<file path="config.mk">
export PLATFORM = sky130hd
export DESIGN_NAME = script_source_tokenizer_top
export DESIGN_NICKNAME = d
export VERILOG_FILES = /design/src/rtl/sst_pkg.sv /design/src/rtl/sst_scan.sv /design/src/rtl/sst_outq.sv /design/src/rtl/script_source_tokenizer_top.sv
export SDC_FILE = /design/constraint.sdc
export NUM_CORES = 2
export LEC_CHECK = 0
export BUFFER_PORTS_ARGS = -buffer_cell sky130_fd_sc_hd__buf_2
export CAP_MARGIN = 20
export CORE_MARGIN = 2
export CORE_UTILIZATION = 30
export DETAILED_ROUTE_END_ITERATION = 6
export MAX_ROUTING_LAYER = met4
export PLACE_DENSITY = 0.53
export SKIP_LAST_GASP = 1
export SLEW_MARGIN = 20
export SYNTH_ARGS = -nofsm -noshare
export SYNTH_HDL_FRONTEND = slang
export SYNTH_SLANG_ARGS = --single-unit
</file>
<file path="constraint.sdc">
create_clock -name clk -period 6.38 [get_ports clk]
set_input_delay 1.276 -clock clk [delete_from_list [all_inputs] [get_ports clk]]
set_output_delay 1.276 -clock clk [all_outputs]
set_load 0.02 [all_outputs]
</file>
<file path="src/rtl/sst_pkg.sv">
package sst_pkg;

  localparam int TOKEN_LIMIT = 4096;
  localparam int TEMIT_W = $clog2(TOKEN_LIMIT + 1);
  localparam logic [6:0] STRING_MAX = 7'd127;
  localparam logic [6:0] STRLEN_SAT = 7'd127;
  localparam int KW_COUNT = 42;
  localparam int KW_BOOL_IDX = 35;
  localparam int KW_TRUE_IDX = 35;
  localparam int RES_MAX = 3;

  typedef enum logic [6:0] {
    K_LET, K_CONST, K_FUNCTION, K_RETURN, K_IF, K_ELSE, K_LOOP, K_FROM, K_TO,
    K_WHILE, K_BREAK, K_CONTINUE, K_PRINT, K_INPUT, K_TRY, K_CATCH, K_THROW,
    K_PARALLEL, K_TASK, K_USE, K_SYSTEM, K_UI, K_WINDOW, K_BUTTON, K_LABEL,
    K_SERVER, K_ROUTE, K_START, K_CREATE, K_WRITE, K_READ, K_FILE, K_REWIND,
    K_STEP, K_REPLAY, K_BOOL, K_NULL, K_AND, K_OR, K_NOT, K_STR, K_IDENT,
    K_NEWLINE, K_STRING, K_FLOAT, K_INT, K_EQ, K_NEQ, K_LTE, K_GTE,
    K_PLUS_ASSIGN, K_MINUS_ASSIGN, K_ERROR, K_PLUS, K_MINUS, K_STAR, K_SLASH,
    K_PERCENT, K_ASSIGN, K_LT, K_GT, K_LPAREN, K_RPAREN, K_LBRACE, K_RBRACE,
    K_LBRACKET, K_RBRACKET, K_COMMA, K_DOT, K_COLON, K_SEMICOLON, K_EOF
  } kind_t;

  localparam logic [7:0] CH_NUL = 8'h00;
  localparam logic [7:0] CH_TAB = 8'h09;
  localparam logic [7:0] CH_LF = 8'h0A;
  localparam logic [7:0] CH_CR = 8'h0D;
  localparam logic [7:0] CH_SPACE = 8'h20;
  localparam logic [7:0] CH_BANG = 8'h21;
  localparam logic [7:0] CH_QUOTE = 8'h22;
  localparam logic [7:0] CH_HASH = 8'h23;
  localparam logic [7:0] CH_PERCENT = 8'h25;
  localparam logic [7:0] CH_AMP = 8'h26;
  localparam logic [7:0] CH_LPAREN = 8'h28;
  localparam logic [7:0] CH_RPAREN = 8'h29;
  localparam logic [7:0] CH_STAR = 8'h2A;
  localparam logic [7:0] CH_PLUS = 8'h2B;
  localparam logic [7:0] CH_COMMA = 8'h2C;
  localparam logic [7:0] CH_MINUS = 8'h2D;
  localparam logic [7:0] CH_DOT = 8'h2E;
  localparam logic [7:0] CH_SLASH = 8'h2F;
  localparam logic [7:0] CH_0 = 8'h30;
  localparam logic [7:0] CH_9 = 8'h39;
  localparam logic [7:0] CH_COLON = 8'h3A;
  localparam logic [7:0] CH_SEMI = 8'h3B;
  localparam logic [7:0] CH_LT = 8'h3C;
  localparam logic [7:0] CH_EQ = 8'h3D;
  localparam logic [7:0] CH_GT = 8'h3E;
  localparam logic [7:0] CH_UA = 8'h41;
  localparam logic [7:0] CH_UZ = 8'h5A;
  localparam logic [7:0] CH_LBRACKET = 8'h5B;
  localparam logic [7:0] CH_BSLASH = 8'h5C;
  localparam logic [7:0] CH_RBRACKET = 8'h5D;
  localparam logic [7:0] CH_UNDER = 8'h5F;
  localparam logic [7:0] CH_LA = 8'h61;
  localparam logic [7:0] CH_LN = 8'h6E;
  localparam logic [7:0] CH_LTT = 8'h74;
  localparam logic [7:0] CH_LZ = 8'h7A;
  localparam logic [7:0] CH_LBRACE = 8'h7B;
  localparam logic [7:0] CH_BAR = 8'h7C;
  localparam logic [7:0] CH_RBRACE = 8'h7D;

  localparam logic [63:0] KW_TEXT [KW_COUNT] = '{
    "let", "const", "function", "return", "if", "else", "loop", "from", "to",
    "while", "break", "continue", "print", "input", "try", "catch", "throw",
    "parallel", "task", "use", "system", "ui", "window", "button", "label",
    "server", "route", "start", "create", "write", "read", "file", "rewind",
    "step", "replay", "true", "false", "null", "and", "or", "not", "str"
  };

  localparam logic [3:0] KW_LEN [KW_COUNT] = '{
    4'd3, 4'd5, 4'd8, 4'd6, 4'd2, 4'd4, 4'd4, 4'd4, 4'd2,
    4'd5, 4'd5, 4'd8, 4'd5, 4'd5, 4'd3, 4'd5, 4'd5,
    4'd8, 4'd4, 4'd3, 4'd6, 4'd2, 4'd6, 4'd6, 4'd5,
    4'd6, 4'd5, 4'd5, 4'd6, 4'd5, 4'd4, 4'd4, 4'd6,
    4'd4, 4'd6, 4'd4, 4'd5, 4'd4, 4'd3, 4'd2, 4'd3, 4'd3
  };

  typedef struct packed {
    logic        is_text;
    logic [6:0]  token_kind;
    logic [7:0]  text_byte;
    logic [31:0] int_value;
    logic [15:0] line_number;
    logic [23:0] start_offset;
    logic [11:0] span_length;
    logic        last_of_run;
  } res_t;

  typedef struct packed {
    logic [1:0]  count;
    res_t [2:0]  res;
  } batch_t;

  function automatic logic [7:0] kw_char(input int k, input logic [2:0] i);
    logic [3:0] len;
    logic [3:0] ii;
    len = KW_LEN[k];
    ii = {1'b0, i};
    if (ii < len) begin
      kw_char = KW_TEXT[k][8 * (len - ii - 4'd1) +: 8];
    end else begin
      kw_char = CH_NUL;
    end
  endfunction

  function automatic logic [11:0] span_of(input logic [23:0] s, input logic [24:0] e);
    logic [24:0] d;
    d = e - {1'b0, s};
    if (e <= {1'b0, s}) begin
      span_of = 12'd0;
    end else if (d > 25'd4095) begin
      span_of = 12'd4095;
    end else begin
      span_of = d[11:0];
    end
  endfunction

  function automatic logic is_dig(input logic [7:0] c);
    is_dig = (c >= CH_0) && (c <= CH_9);
  endfunction

  function automatic logic is_alp(input logic [7:0] c);
    is_alp = ((c >= CH_LA) && (c <= CH_LZ)) || ((c >= CH_UA) && (c <= CH_UZ)) ||
             (c == CH_UNDER);
  endfunction

  function automatic logic may_pair(input logic [7:0] c);
    may_pair = (c == CH_EQ) || (c == CH_BANG) || (c == CH_LT) || (c == CH_GT) ||
               (c == CH_PLUS) || (c == CH_MINUS) || (c == CH_AMP) || (c == CH_BAR) ||
               (c == CH_SLASH);
  endfunction

  function automatic kind_t single_kind(input logic [7:0] c);
    case (c)
      CH_PLUS:     single_kind = K_PLUS;
      CH_MINUS:    single_kind = K_MINUS;
      CH_STAR:     single_kind = K_STAR;
      CH_SLASH:    single_kind = K_SLASH;
      CH_PERCENT:  single_kind = K_PERCENT;
      CH_EQ:       single_kind = K_ASSIGN;
      CH_LT:       single_kind = K_LT;
      CH_GT:       single_kind = K_GT;
      CH_BANG:     single_kind = K_NOT;
      CH_LPAREN:   single_kind = K_LPAREN;
      CH_RPAREN:   single_kind = K_RPAREN;
      CH_LBRACE:   single_kind = K_LBRACE;
      CH_RBRACE:   single_kind = K_RBRACE;
      CH_LBRACKET: single_kind = K_LBRACKET;
      CH_RBRACKET: single_kind = K_RBRACKET;
      CH_COMMA:    single_kind = K_COMMA;
      CH_DOT:      single_kind = K_DOT;
      CH_COLON:    single_kind = K_COLON;
      CH_SEMI:     single_kind = K_SEMICOLON;
      default:     single_kind = K_ERROR;
    endcase
  endfunction

endpackage

</file>
<file path="src/rtl/sst_scan.sv">
module sst_scan import sst_pkg::*; (
  input  logic         clk,
  input  logic         rst_n,
  input  logic         accept,
  input  logic [7:0]   source_byte,
  output batch_t       batch
);

  typedef enum logic [3:0] {
    M_IDLE, M_COMMENT, M_STRING, M_ESCAPE, M_STRFULL, M_HELD, M_INTEGER,
    M_INTDOT, M_FLOAT, M_WORD
  } mode_t;

  mode_t               mode_r, mode_nxt;
  logic [15:0]         line_r, line_nxt;
  logic [23:0]         off_r, off_nxt;
  logic [23:0]         tbeg_r, tbeg_nxt;
  logic [31:0]         acc_r, acc_nxt;
  logic                neg_r, neg_nxt;
  logic [7:0]          held_r, held_nxt;
  logic [KW_COUNT-1:0] alive_r, alive_nxt;
  logic [11:0]         wlen_r, wlen_nxt;
  logic [6:0]          slen_r, slen_nxt;
  logic [TEMIT_W-1:0]  temit_r, temit_nxt;

  res_t                cand [RES_MAX];
  logic [1:0]          nc;
  logic                do_fresh;
  logic                restart;
  logic [7:0]          b;
  logic [23:0]         pos;
  logic [23:0]         prevp;
  logic [24:0]         pos1;
  logic [7:0]          d;
  logic [6:0]          wkind;
  logic [31:0]         wval;
  logic                pk_ok;
  kind_t               pk;
  logic [TEMIT_W-1:0]  te;
  logic [1:0]          n;
  res_t [2:0]          outres;

  always_comb begin
    b = source_byte;
    pos = off_r;
    prevp = (off_r == 24'd0) ? 24'd0 : off_r - 24'd1;
    pos1 = {1'b0, off_r} + 25'd1;
    mode_nxt = mode_r;
    line_nxt = line_r;
    tbeg_nxt = tbeg_r;
    acc_nxt = acc_r;
    neg_nxt = neg_r;
    held_nxt = held_r;
    alive_nxt = alive_r;
    wlen_nxt = wlen_r;
    slen_nxt = slen_r;
    nc = 2'd0;
    do_fresh = 1'b0;
    restart = 1'b0;
    d = b;
    wkind = K_IDENT;
    wval = 32'd0;
    pk_ok = 1'b0;
    pk = K_ERROR;
    for (int i = 0; i < RES_MAX; i++) begin
      cand[i] = '0;
    end

    case (mode_r)
      M_COMMENT: begin
        if (b == CH_LF || b == CH_NUL) do_fresh = 1'b1;
      end
      M_STRING, M_ESCAPE: begin
        if (b == CH_NUL) begin
          cand[nc] = '{1'b0, K_STRING, 8'd0, 32'd0, line_r, tbeg_r,
                       span_of(tbeg_r, {1'b0, pos}), 1'b0};
          nc = nc + 2'd1;
          do_fresh = 1'b1;
        end else if (mode_r == M_STRING && b == CH_QUOTE) begin
          cand[nc] = '{1'b0, K_STRING, 8'd0, 32'd0, line_r, tbeg_r,
                       span_of(tbeg_r, pos1), 1'b0};
          nc = nc + 2'd1;
          mode_nxt = M_IDLE;
        end else if (mode_r == M_STRING && b == CH_BSLASH) begin
          mode_nxt = M_ESCAPE;
        end else begin
          if (mode_r == M_ESCAPE) begin
            d = (b == CH_LN) ? CH_LF : ((b == CH_LTT) ? CH_TAB : b);
          end
          cand[nc] = '{1'b1, K_STRING, d, 32'd0, line_r,
                       (mode_r == M_ESCAPE) ? prevp : pos,
                       span_of((mode_r == M_ESCAPE) ? prevp : pos, pos1), 1'b0};
          nc = nc + 2'd1;
          if (slen_r < STRLEN_SAT) slen_nxt = slen_r + 7'd1;
          mode_nxt = (slen_nxt >= STRING_MAX) ? M_STRFULL : M_STRING;
        end
      end
      M_STRFULL: begin
        if (b == CH_QUOTE) begin
          cand[nc] = '{1'b0, K_STRING, 8'd0, 32'd0, line_r, tbeg_r,
                       span_of(tbeg_r, pos1), 1'b0};
          nc = nc + 2'd1;
          mode_nxt = M_IDLE;
        end else begin
          cand[nc] = '{1'b0, K_STRING, 8'd0, 32'd0, line_r, tbeg_r,
                       span_of(tbeg_r, {1'b0, pos}), 1'b0};
          nc = nc + 2'd1;
          do_fresh = 1'b1;
        end
      end
      M_HELD: begin
        if (b == CH_EQ) begin
          pk_ok = 1'b1;
          case (held_r)
            CH_EQ:    pk = K_EQ;
            CH_BANG:  pk = K_NEQ;
            CH_LT:    pk = K_LTE;
            CH_GT:    pk = K_GTE;
            CH_PLUS:  pk = K_PLUS_ASSIGN;
            CH_MINUS: pk = K_MINUS_ASSIGN;
            default:  pk_ok = 1'b0;
          endcase
        end else if (held_r == CH_AMP && b == CH_AMP) begin
          pk_ok = 1'b1;
          pk = K_AND;
        end else if (held_r == CH_BAR && b == CH_BAR) begin
          pk_ok = 1'b1;
          pk = K_OR;
        end
        if (held_r == CH_SLASH && b == CH_SLASH) begin
          mode_nxt = M_COMMENT;
        end else if (held_r == CH_MINUS && is_dig(b)) begin
          mode_nxt = M_INTEGER;
          neg_nxt = 1'b1;
          acc_nxt = {28'd0, b[3:0]};
        end else if (pk_ok) begin
          cand[nc] = '{1'b0, pk, 8'd0, 32'd0, line_r, tbeg_r,
                       span_of(tbeg_r, pos1), 1'b0};
          nc = nc + 2'd1;
          mode_nxt = M_IDLE;
        end else begin
          cand[nc] = '{1'b0, single_kind(held_r), 8'd0, 32'd0, line_r, tbeg_r,
                       span_of(tbeg_r, {1'b0, pos}), 1'b0};
          nc = nc + 2'd1;
          do_fresh = 1'b1;
        end
      end
      M_INTEGER: begin
        if (is_dig(b)) begin
          acc_nxt = (acc_r << 3) + (acc_r << 1) + {28'd0, b[3:0]};
        end else if (b == CH_DOT) begin
          mode_nxt = M_INTDOT;
        end else begin
          cand[nc] = '{1'b0, K_INT, 8'd0, neg_r ? (32'd0 - acc_r) : acc_r, line_r,
                       tbeg_r, span_of(tbeg_r, {1'b0, pos}), 1'b0};
          nc = nc + 2'd1;
          do_fresh = 1'b1;
        end
      end
      M_INTDOT: begin
        if (is_dig(b)) begin
          mode_nxt = M_FLOAT;
        end else begin
          cand[nc] = '{1'b0, K_INT, 8'd0, neg_r ? (32'd0 - acc_r) : acc_r, line_r,
                       tbeg_r, span_of(tbeg_r, {1'b0, prevp}), 1'b0};
          nc = nc + 2'd1;
          cand[nc] = '{1'b0, K_DOT, 8'd0, 32'd0, line_r, prevp,
                       span_of(prevp, {1'b0, pos}), 1'b0};
          nc = nc + 2'd1;
          do_fresh = 1'b1;
        end
      end
      M_FLOAT: begin
        if (!is_dig(b)) begin
          cand[nc] = '{1'b0, K_FLOAT, 8'd0, 32'd0, line_r, tbeg_r,
                       span_of(tbeg_r, {1'b0, pos}), 1'b0};
          nc = nc + 2'd1;
          do_fresh = 1'b1;
        end
      end
      M_WORD: begin
        if (is_alp(b) || is_dig(b)) begin
          for (int k = 0; k < KW_COUNT; k++) begin
            if (wlen_r >= 12'd8 || kw_char(k, wlen_r[2:0]) != b) alive_nxt[k] = 1'b0;
          end
          if (wlen_r < 12'd4095) wlen_nxt = wlen_r + 12'd1;
        end else begin
          for (int k = 0; k < KW_COUNT; k++) begin
            if (alive_r[k] && {8'd0, KW_LEN[k]} == wlen_r) begin
              wkind = (k <= KW_BOOL_IDX) ? 7'(k) : 7'(k - 1);
              wval = (k == KW_TRUE_IDX) ? 32'd1 : 32'd0;
            end
          end
          cand[nc] = '{1'b0, wkind, 8'd0, wval, line_r, tbeg_r,
                       span_of(tbeg_r, {1'b0, pos}), 1'b0};
          nc = nc + 2'd1;
          do_fresh = 1'b1;
        end
      end
      default: do_fresh = 1'b1;
    endcase

    if (do_fresh) begin
      mode_nxt = M_IDLE;
      tbeg_nxt = pos;
      if (b == CH_NUL) begin
        cand[nc] = '{1'b0, K_EOF, 8'd0, 32'd0, line_r, pos, 12'd0, 1'b0};
        nc = nc + 2'd1;
        restart = 1'b1;
      end else if (b == CH_SPACE || b == CH_TAB || b == CH_CR) begin
        mode_nxt = M_IDLE;
      end else if (b == CH_LF) begin
        cand[nc] = '{1'b0, K_NEWLINE, 8'd0, 32'd0, line_r, pos, 12'd1, 1'b0};
        nc = nc + 2'd1;
        if (line_r != 16'hFFFF) line_nxt = line_r + 16'd1;
      end else if (b == CH_HASH) begin
        mode_nxt = M_COMMENT;
      end else if (b == CH_QUOTE) begin
        mode_nxt = M_STRING;
        slen_nxt = 7'd0;
      end else if (is_dig(b)) begin
        mode_nxt = M_INTEGER;
        neg_nxt = 1'b0;
        acc_nxt = {28'd0, b[3:0]};
      end else if (is_alp(b)) begin
        mode_nxt = M_WORD;
        for (int k = 0; k < KW_COUNT; k++) begin
          alive_nxt[k] = (kw_char(k, 3'd0) == b);
        end
        wlen_nxt = 12'd1;
      end else if (may_pair(b)) begin
        mode_nxt = M_HELD;
        held_nxt = b;
      end else begin
        cand[nc] = '{1'b0, single_kind(b), 8'd0, 32'd0, line_r, pos, 12'd1, 1'b0};
        nc = nc + 2'd1;
      end
    end

    te = temit_r;
    n = 2'd0;
    outres = '0;
    for (int i = 0; i < RES_MAX; i++) begin
      if (2'(i) < nc && te < TEMIT_W'(TOKEN_LIMIT)) begin
        outres[n] = cand[i];
        n = n + 2'd1;
        if (!cand[i].is_text) te = te + TEMIT_W'(1);
      end
    end
    if (n != 2'd0) outres[n - 2'd1].last_of_run = 1'b1;
    temit_nxt = te;
    off_nxt = (off_r != 24'hFFFFFF) ? off_r + 24'd1 : off_r;

    if (restart) begin
      mode_nxt = M_IDLE;
      line_nxt = 16'd1;
      off_nxt = 24'd0;
      tbeg_nxt = 24'd0;
      acc_nxt = 32'd0;
      neg_nxt = 1'b0;
      held_nxt = 8'd0;
      alive_nxt = '1;
      wlen_nxt = 12'd0;
      slen_nxt = 7'd0;
      temit_nxt = '0;
    end

    batch.count = n;
    batch.res = outres;
  end

  always_ff @(posedge clk) begin
    if (!rst_n) begin
      mode_r <= M_IDLE;
      line_r <= 16'd1;
      off_r <= 24'd0;
      tbeg_r <= 24'd0;
      acc_r <= 32'd0;
      neg_r <= 1'b0;
      held_r <= 8'd0;
      alive_r <= '1;
      wlen_r <= 12'd0;
      slen_r <= 7'd0;
      temit_r <= '0;
    end else if (accept) begin
      mode_r <= mode_nxt;
      line_r <= line_nxt;
      off_r <= off_nxt;
      tbeg_r <= tbeg_nxt;
      acc_r <= acc_nxt;
      neg_r <= neg_nxt;
      held_r <= held_nxt;
      alive_r <= alive_nxt;
      wlen_r <= wlen_nxt;
      slen_r <= slen_nxt;
      temit_r <= temit_nxt;
    end
  end

endmodule

</file>
<file path="src/rtl/sst_outq.sv">
module sst_outq import sst_pkg::*; (
  input  logic   clk,
  input  logic   rst_n,
  input  logic   load,
  input  batch_t batch,
  output logic   can_load,
  output logic   out_valid,
  input  logic   out_ready,
  output res_t   head
);

  res_t       slot_r [RES_MAX];
  logic [1:0] cnt_r;
  logic       pop;

  assign pop = out_valid && out_ready;
  assign out_valid = (cnt_r != 2'd0);
  assign can_load = (cnt_r == 2'd0) || (cnt_r == 2'd1 && out_ready);
  assign head = slot_r[0];

  always_ff @(posedge clk) begin
    if (!rst_n) begin
      cnt_r <= 2'd0;
    end else if (load) begin
      cnt_r <= batch.count;
    end else if (pop) begin
      cnt_r <= cnt_r - 2'd1;
    end
  end

  // hold results; shift toward the head on each pop
  always_ff @(posedge clk) begin
    if (load) begin
      for (int i = 0; i < RES_MAX; i++) begin
        slot_r[i] <= batch.res[i];
      end
    end else if (pop) begin
      for (int i = 0; i < RES_MAX - 1; i++) begin
        slot_r[i] <= slot_r[i + 1];
      end
    end
  end

endmodule

</file>
<file path="src/rtl/script_source_tokenizer_top.sv">
// channel | ports                                  | word
// in      | in_valid, in_ready                     | in_source_byte
// out     | out_valid, out_ready                   | out_is_text .. out_last_of_run
// One byte is taken per cycle while in_ready is high; its results appear in the output
// register the next cycle. A byte with several results holds off the next byte while
// the three-entry result register drains, one word per cycle whenever out_ready is high.
// Reset (rst_n low, synchronous) returns the scanner to line 1, offset 0.
// A stalled out_ready blocks input whenever a result is pending.
module script_source_tokenizer_top import sst_pkg::*; (
  input  logic               clk,
  input  logic               rst_n,
  input  logic               in_valid,
  output logic               in_ready,
  input  logic [7:0]         in_source_byte,
  output logic               out_valid,
  input  logic               out_ready,
  output logic               out_is_text,
  output logic [6:0]         out_token_kind,
  output logic [7:0]         out_text_byte,
  output logic signed [31:0] out_int_value,
  output logic [15:0]        out_line_number,
  output logic [23:0]        out_start_offset,
  output logic [11:0]        out_span_length,
  output logic               out_last_of_run
);

  batch_t batch;
  res_t   head;
  logic   accept;

  assign accept = in_valid && in_ready;

  sst_scan u_scan (
    .clk         (clk),
    .rst_n       (rst_n),
    .accept      (accept),
    .source_byte (in_source_byte),
    .batch       (batch)
  );

  sst_outq u_outq (
    .clk       (clk),
    .rst_n     (rst_n),
    .load      (accept),
    .batch     (batch),
    .can_load  (in_ready),
    .out_valid (out_valid),
    .out_ready (out_ready),
    .head      (head)
  );

  assign out_is_text = head.is_text;
  assign out_token_kind = head.token_kind;
  assign out_text_byte = head.text_byte;
  assign out_int_value = head.int_value;
  assign out_line_number = head.line_number;
  assign out_start_offset = head.start_offset;
  assign out_span_length = head.span_length;
  assign out_last_of_run = head.last_of_run;

endmodule

</file>
==> impl_metrics.json <==
{
  "synth_seq_cells": 395,
  "cap_viol_max_count": 0,
  "max_stage_delay_ns": 0.48,
  "outcome": "finished, final reports clean",
  "critPathMaxFanout": 6,
  "clock.fmax_mhz": 162,
  "boundaryPins": 115,
  "drive_above_1_share_pct": 14.8,
  "clockRootBuffer": "clkbuf_16",
  "grt_max_degree": 135,
  "skew_ns": 0.0289,
  "design.core.area_um2": 119000,
  "cellLeakagePower_uw": 0.0164,
  "drt_iter0_drc": 4203,
  "drt_first_pass_iters": 6,
  "ys_warn_count": 0,
  "clkSinkCount": 395,
  "num_vias": 36490,
  "reg2reg_from": "u_scan.off_r[0]",
  "clkPwrFrac_pct": 19.8,
  "clockBufferDepth": 3,
  "n_fill_cell": 12579,
  "area_growth_pct": 15.5,
  "drc": 0,
  "cts_hold_buf": 0,
  "path_clk_slew_ns": 0.06,
  "final_util_pct": 34.8,
  "cp_data_required_time_ns": 6.79,
  "muxShareOfSynthArea_pct": 1.67,
  "die_area_um2": 123000,
  "synth_top_area_share_pct": 17.5,
  "crit_path_top_delay_cell": "fa_1",
  "grt_pass1_wl_mm": 221,
  "hold_violations": 0,
  "mostFrequentLayoutCells": "nand2_1 (456), nor2_1 (431), buf_4 (367)",
  "synthFlopType": "edfxtp_1",
  "start_util_pct": 30.1,
  "wl_per_cell_um": 23.1,
  "synth_nets": 4815,
  "grtUsageTotal_pct": 24.2,
  "synth-edff-count": 210,
  "insertion_delay_ns": 0.66,
  "whs_path_depth": 2,
  "crit_arrival_ns": 6.57,
  "antenna_found_initial": 7,
  "synth_xor_xnor_area_share_pct": 7.25,
  "synthDistinctLibCells": 112,
  "startpoint_type": "register",
  "end_kind": "register",
  "avgViaCountPerCell": 5.69,
  "p_seq_share_pct": 24.0,
  "h-tree-depth": 2,
  "worstMarginPinSlew_ns": 1.11,
  "irDropWorstVdd_uv": 315,
  "intPower_uw": 8310,
  "synthSimpleGateAreaFrac_pct": 24.3,
  "die_y_um": 350,
  "crit_top_cell": "buf_4",
  "finalSetupTns_ns": 0,
  "multi_input_area_um2": 23700,
  "grt_overflow": 0,
  "row_count": 127,
  "period_needed_ns": 6.16,
  "die_x_um": 350,
  "cp_top_family": "compound AO/OA/AOI/OAI gates",
  "syn_area_um2": 35900,
  "layout_commonest_cell": "nand2_1",
  "final_nets": 4966,
  "synth_top_family_by_area": "compound AO/OA/AOI/OAI gates",
  "io_buffers": 114,
  "fin_crit_sh_pct": 96.6,
  "ant_nets": 0,
  "postSynthCellCount": 4606,
  "first_global_vias": 34320,
  "synth-compound-area-share_pct": 25.3,
  "rr_endpoint": "u_outq.slot_r[0][1]",
  "cts_inserted_buffers": 50,
  "p_sw_share_pct": 47.5,
  "yosys-top-cells-area": "edfxtp_1 (18%), dfxtp_1 (10%), ha_1 (6.6%), o21ai_0 (5.0%), nand2_1 (4.8%)",
  "async_reset_ff_share_pct": 0,
  "rr_worst_depth": 27,
  "maxSlewViolCount": 0,
  "yosys.area.top_type": "edfxtp_1",
  "setup_viol": 0,
  "holdPathEnd": "u_scan.alive_r[11]",
  "routed_wl_mm": 148,
  "worst-path-buf-inv": 7,
  "power_uw": 15800,
  "cts_tree": "done",
  "max_slew_margin_pct": 25.8,
  "reg2reg_slack_ns": 0.22,
  "ff_latch_area_um2": 10000,
  "synth-seq-area-share_pct": 27.8,
  "criticalPathCategory": "reg -> reg",
  "gp_congestion": 1.01,
  "hold_path_class": "reg -> reg",
  "combinationalPowerShare_pct": 56.2,
  "hold_start": "u_scan.alive_r[11]",
  "postSynthAreaPerCell_um2": 7.80,
  "p_switching_uw": 7520,
  "hpwlAfterDp_mm": 113,
  "synth_fa_ha_area_share_pct": 7.00,
  "p_per_area_nw_per_um2": 381
}
[Yosys cell counts, types with 21 or more instances]
| cell | instances |
|---|---|
| a31oi_1 | 75 |
| nor4_1 | 41 |
| o22ai_1 | 21 |
| a22o_1 | 52 |
| or3_1 | 43 |
| clkbuf_1 | 224 |
| a21boi_0 | 36 |
| inv_1 | 118 |
| nand4_1 | 62 |
| nor2b_1 | 126 |
| mux2i_1 | 44 |
| nand3_1 | 159 |
| a32oi_1 | 34 |
| ha_1 | 190 |
| edfxtp_1 | 210 |
| o211ai_1 | 40 |
| xnor2_1 | 180 |
| xor2_1 | 111 |
| or2_2 | 22 |
| and2_1 | 92 |
| buf_2 | 25 |
| a22oi_1 | 91 |
| nor3_1 | 133 |
| buf_4 | 99 |
| nor2_1 | 436 |
| buf_1 | 32 |
| nand2_1 | 458 |
| a211oi_1 | 21 |
| o21a_1 | 42 |
| o21ai_0 | 356 |
| o31ai_1 | 32 |
| a21oi_1 | 280 |
| and3_1 | 52 |
| nand2b_1 | 55 |
| dfxtp_1 | 185 |
| a21o_1 | 73 |
[flip-flops by register name, indices dropped and copies added, names as in the netlist]
name / count
u_outq.cnt_r: 2
u_outq.slot_r: 210
u_scan.acc_r: 32
u_scan.alive_r: 42
u_scan.held_r: 8
u_scan.line_r: 16
u_scan.mode_r: 4
u_scan.neg_r: 1
u_scan.off_r: 24
u_scan.slen_r: 7
u_scan.tbeg_r: 24
u_scan.temit_r: 13
u_scan.wlen_r: 12
[metal layers]
layer | track usage, % | vias to the layer above | part of all wire (%) | wire [um]
li1 | - | 17117 | - | -
met1 | 31.9 | 17686 | 44 | 64900
met2 | 38.2 | 1439 | 46 | 67900
met3 | 3.26 | 248 | 7.0 | 10300
met4 | 7.96 | 0 | 3.4 | 5080
met5 | - | - | 0 | 0
[tightest hold or removal path, stage by stage (launching register included)]
cell and delay [ns]:
dfxtp_1 0.31, nand2_1 0.05, nand2_1 0.05
[worst max-delay path by stage]
| stage | slack, ns | from | to | cells after the start |
|---|---|---|---|---|
| 6_report | 0.22 | u_scan.off_r[0] | u_outq.slot_r[0][1] | 27 |
| 5_1_grt | -0.01 | u_scan.off_r[1] | u_outq.slot_r[0][1] | 26 |
| 4_1_cts | 0.05 | u_scan.off_r[0] | u_outq.slot_r[0][7] | 27 |
| 3_5_place_dp | -0.07 | u_scan.off_r[0] | u_outq.slot_r[0][7] | 27 |
| 3_3_place_gp | -0.04 | u_scan.off_r[0] | u_outq.slot_r[0][9] | 27 |
| 2_1_floorplan | 0.30 | in_source_byte[7] | u_scan.temit_r[10] | 19 |
[power by group through the flow]
stage / Sequential, uW / Clock [uW] / Combinational (uW)
after floorplan: 3730 / 0 / 5490
after global placement: 3850 / 0 / 8640
after detailed placement: 3850 / 0 / 8620
after CTS: 3800 / 3190 / 8660
after global routing: 3840 / 3280 / 9470
final: 3790 / 3140 / 8890
[final cells by class]
type	count	share of cell area (%)
clock inverters	32	1.07
flip-flops and latches	395	24.1
inverters	126	1.16
repair buffers	488	8.36
clock buffers	62	3.27
well taps	1612	4.86
multi-input cells	3696	57.1
diodes	7	0.0422
[cell families after synthesis]
logic type                 Yosys count
adders and majority gates          197
xor gates and xnor gates           294
and+or+nand+nor                   1772
AOI/OAI and AO/OA                 1375
buffers and inverters              515
muxes                               58
DFF                                395
[per-stage QoR]
stage | instance area, um^2 | cells | worst slack, ns | hold WS [ns]
2_1_floorplan | 35900 | 4606 | 0.305 | 0.423
3_3_place_gp | 39500 | 6316 | -0.0438 | 0.438
3_5_place_dp | 39500 | 6316 | -0.0655 | 0.454
4_1_cts | 41400 | 6410 | 0.0489 | 0.463
5_1_grt | 41500 | 6416 | -0.0113 | 0.474
6_report | 41500 | 6418 | 0.220 | 0.459
[what timing repair did]
item	4_1_cts	5_1_grt
buffers inserted	0	0
gates cloned	0	0
gates resized for setup	2	24
pin swaps	0	4
setup endpoints to repair	8	12
Note: power is estimated with default switching activity, not from simulation.
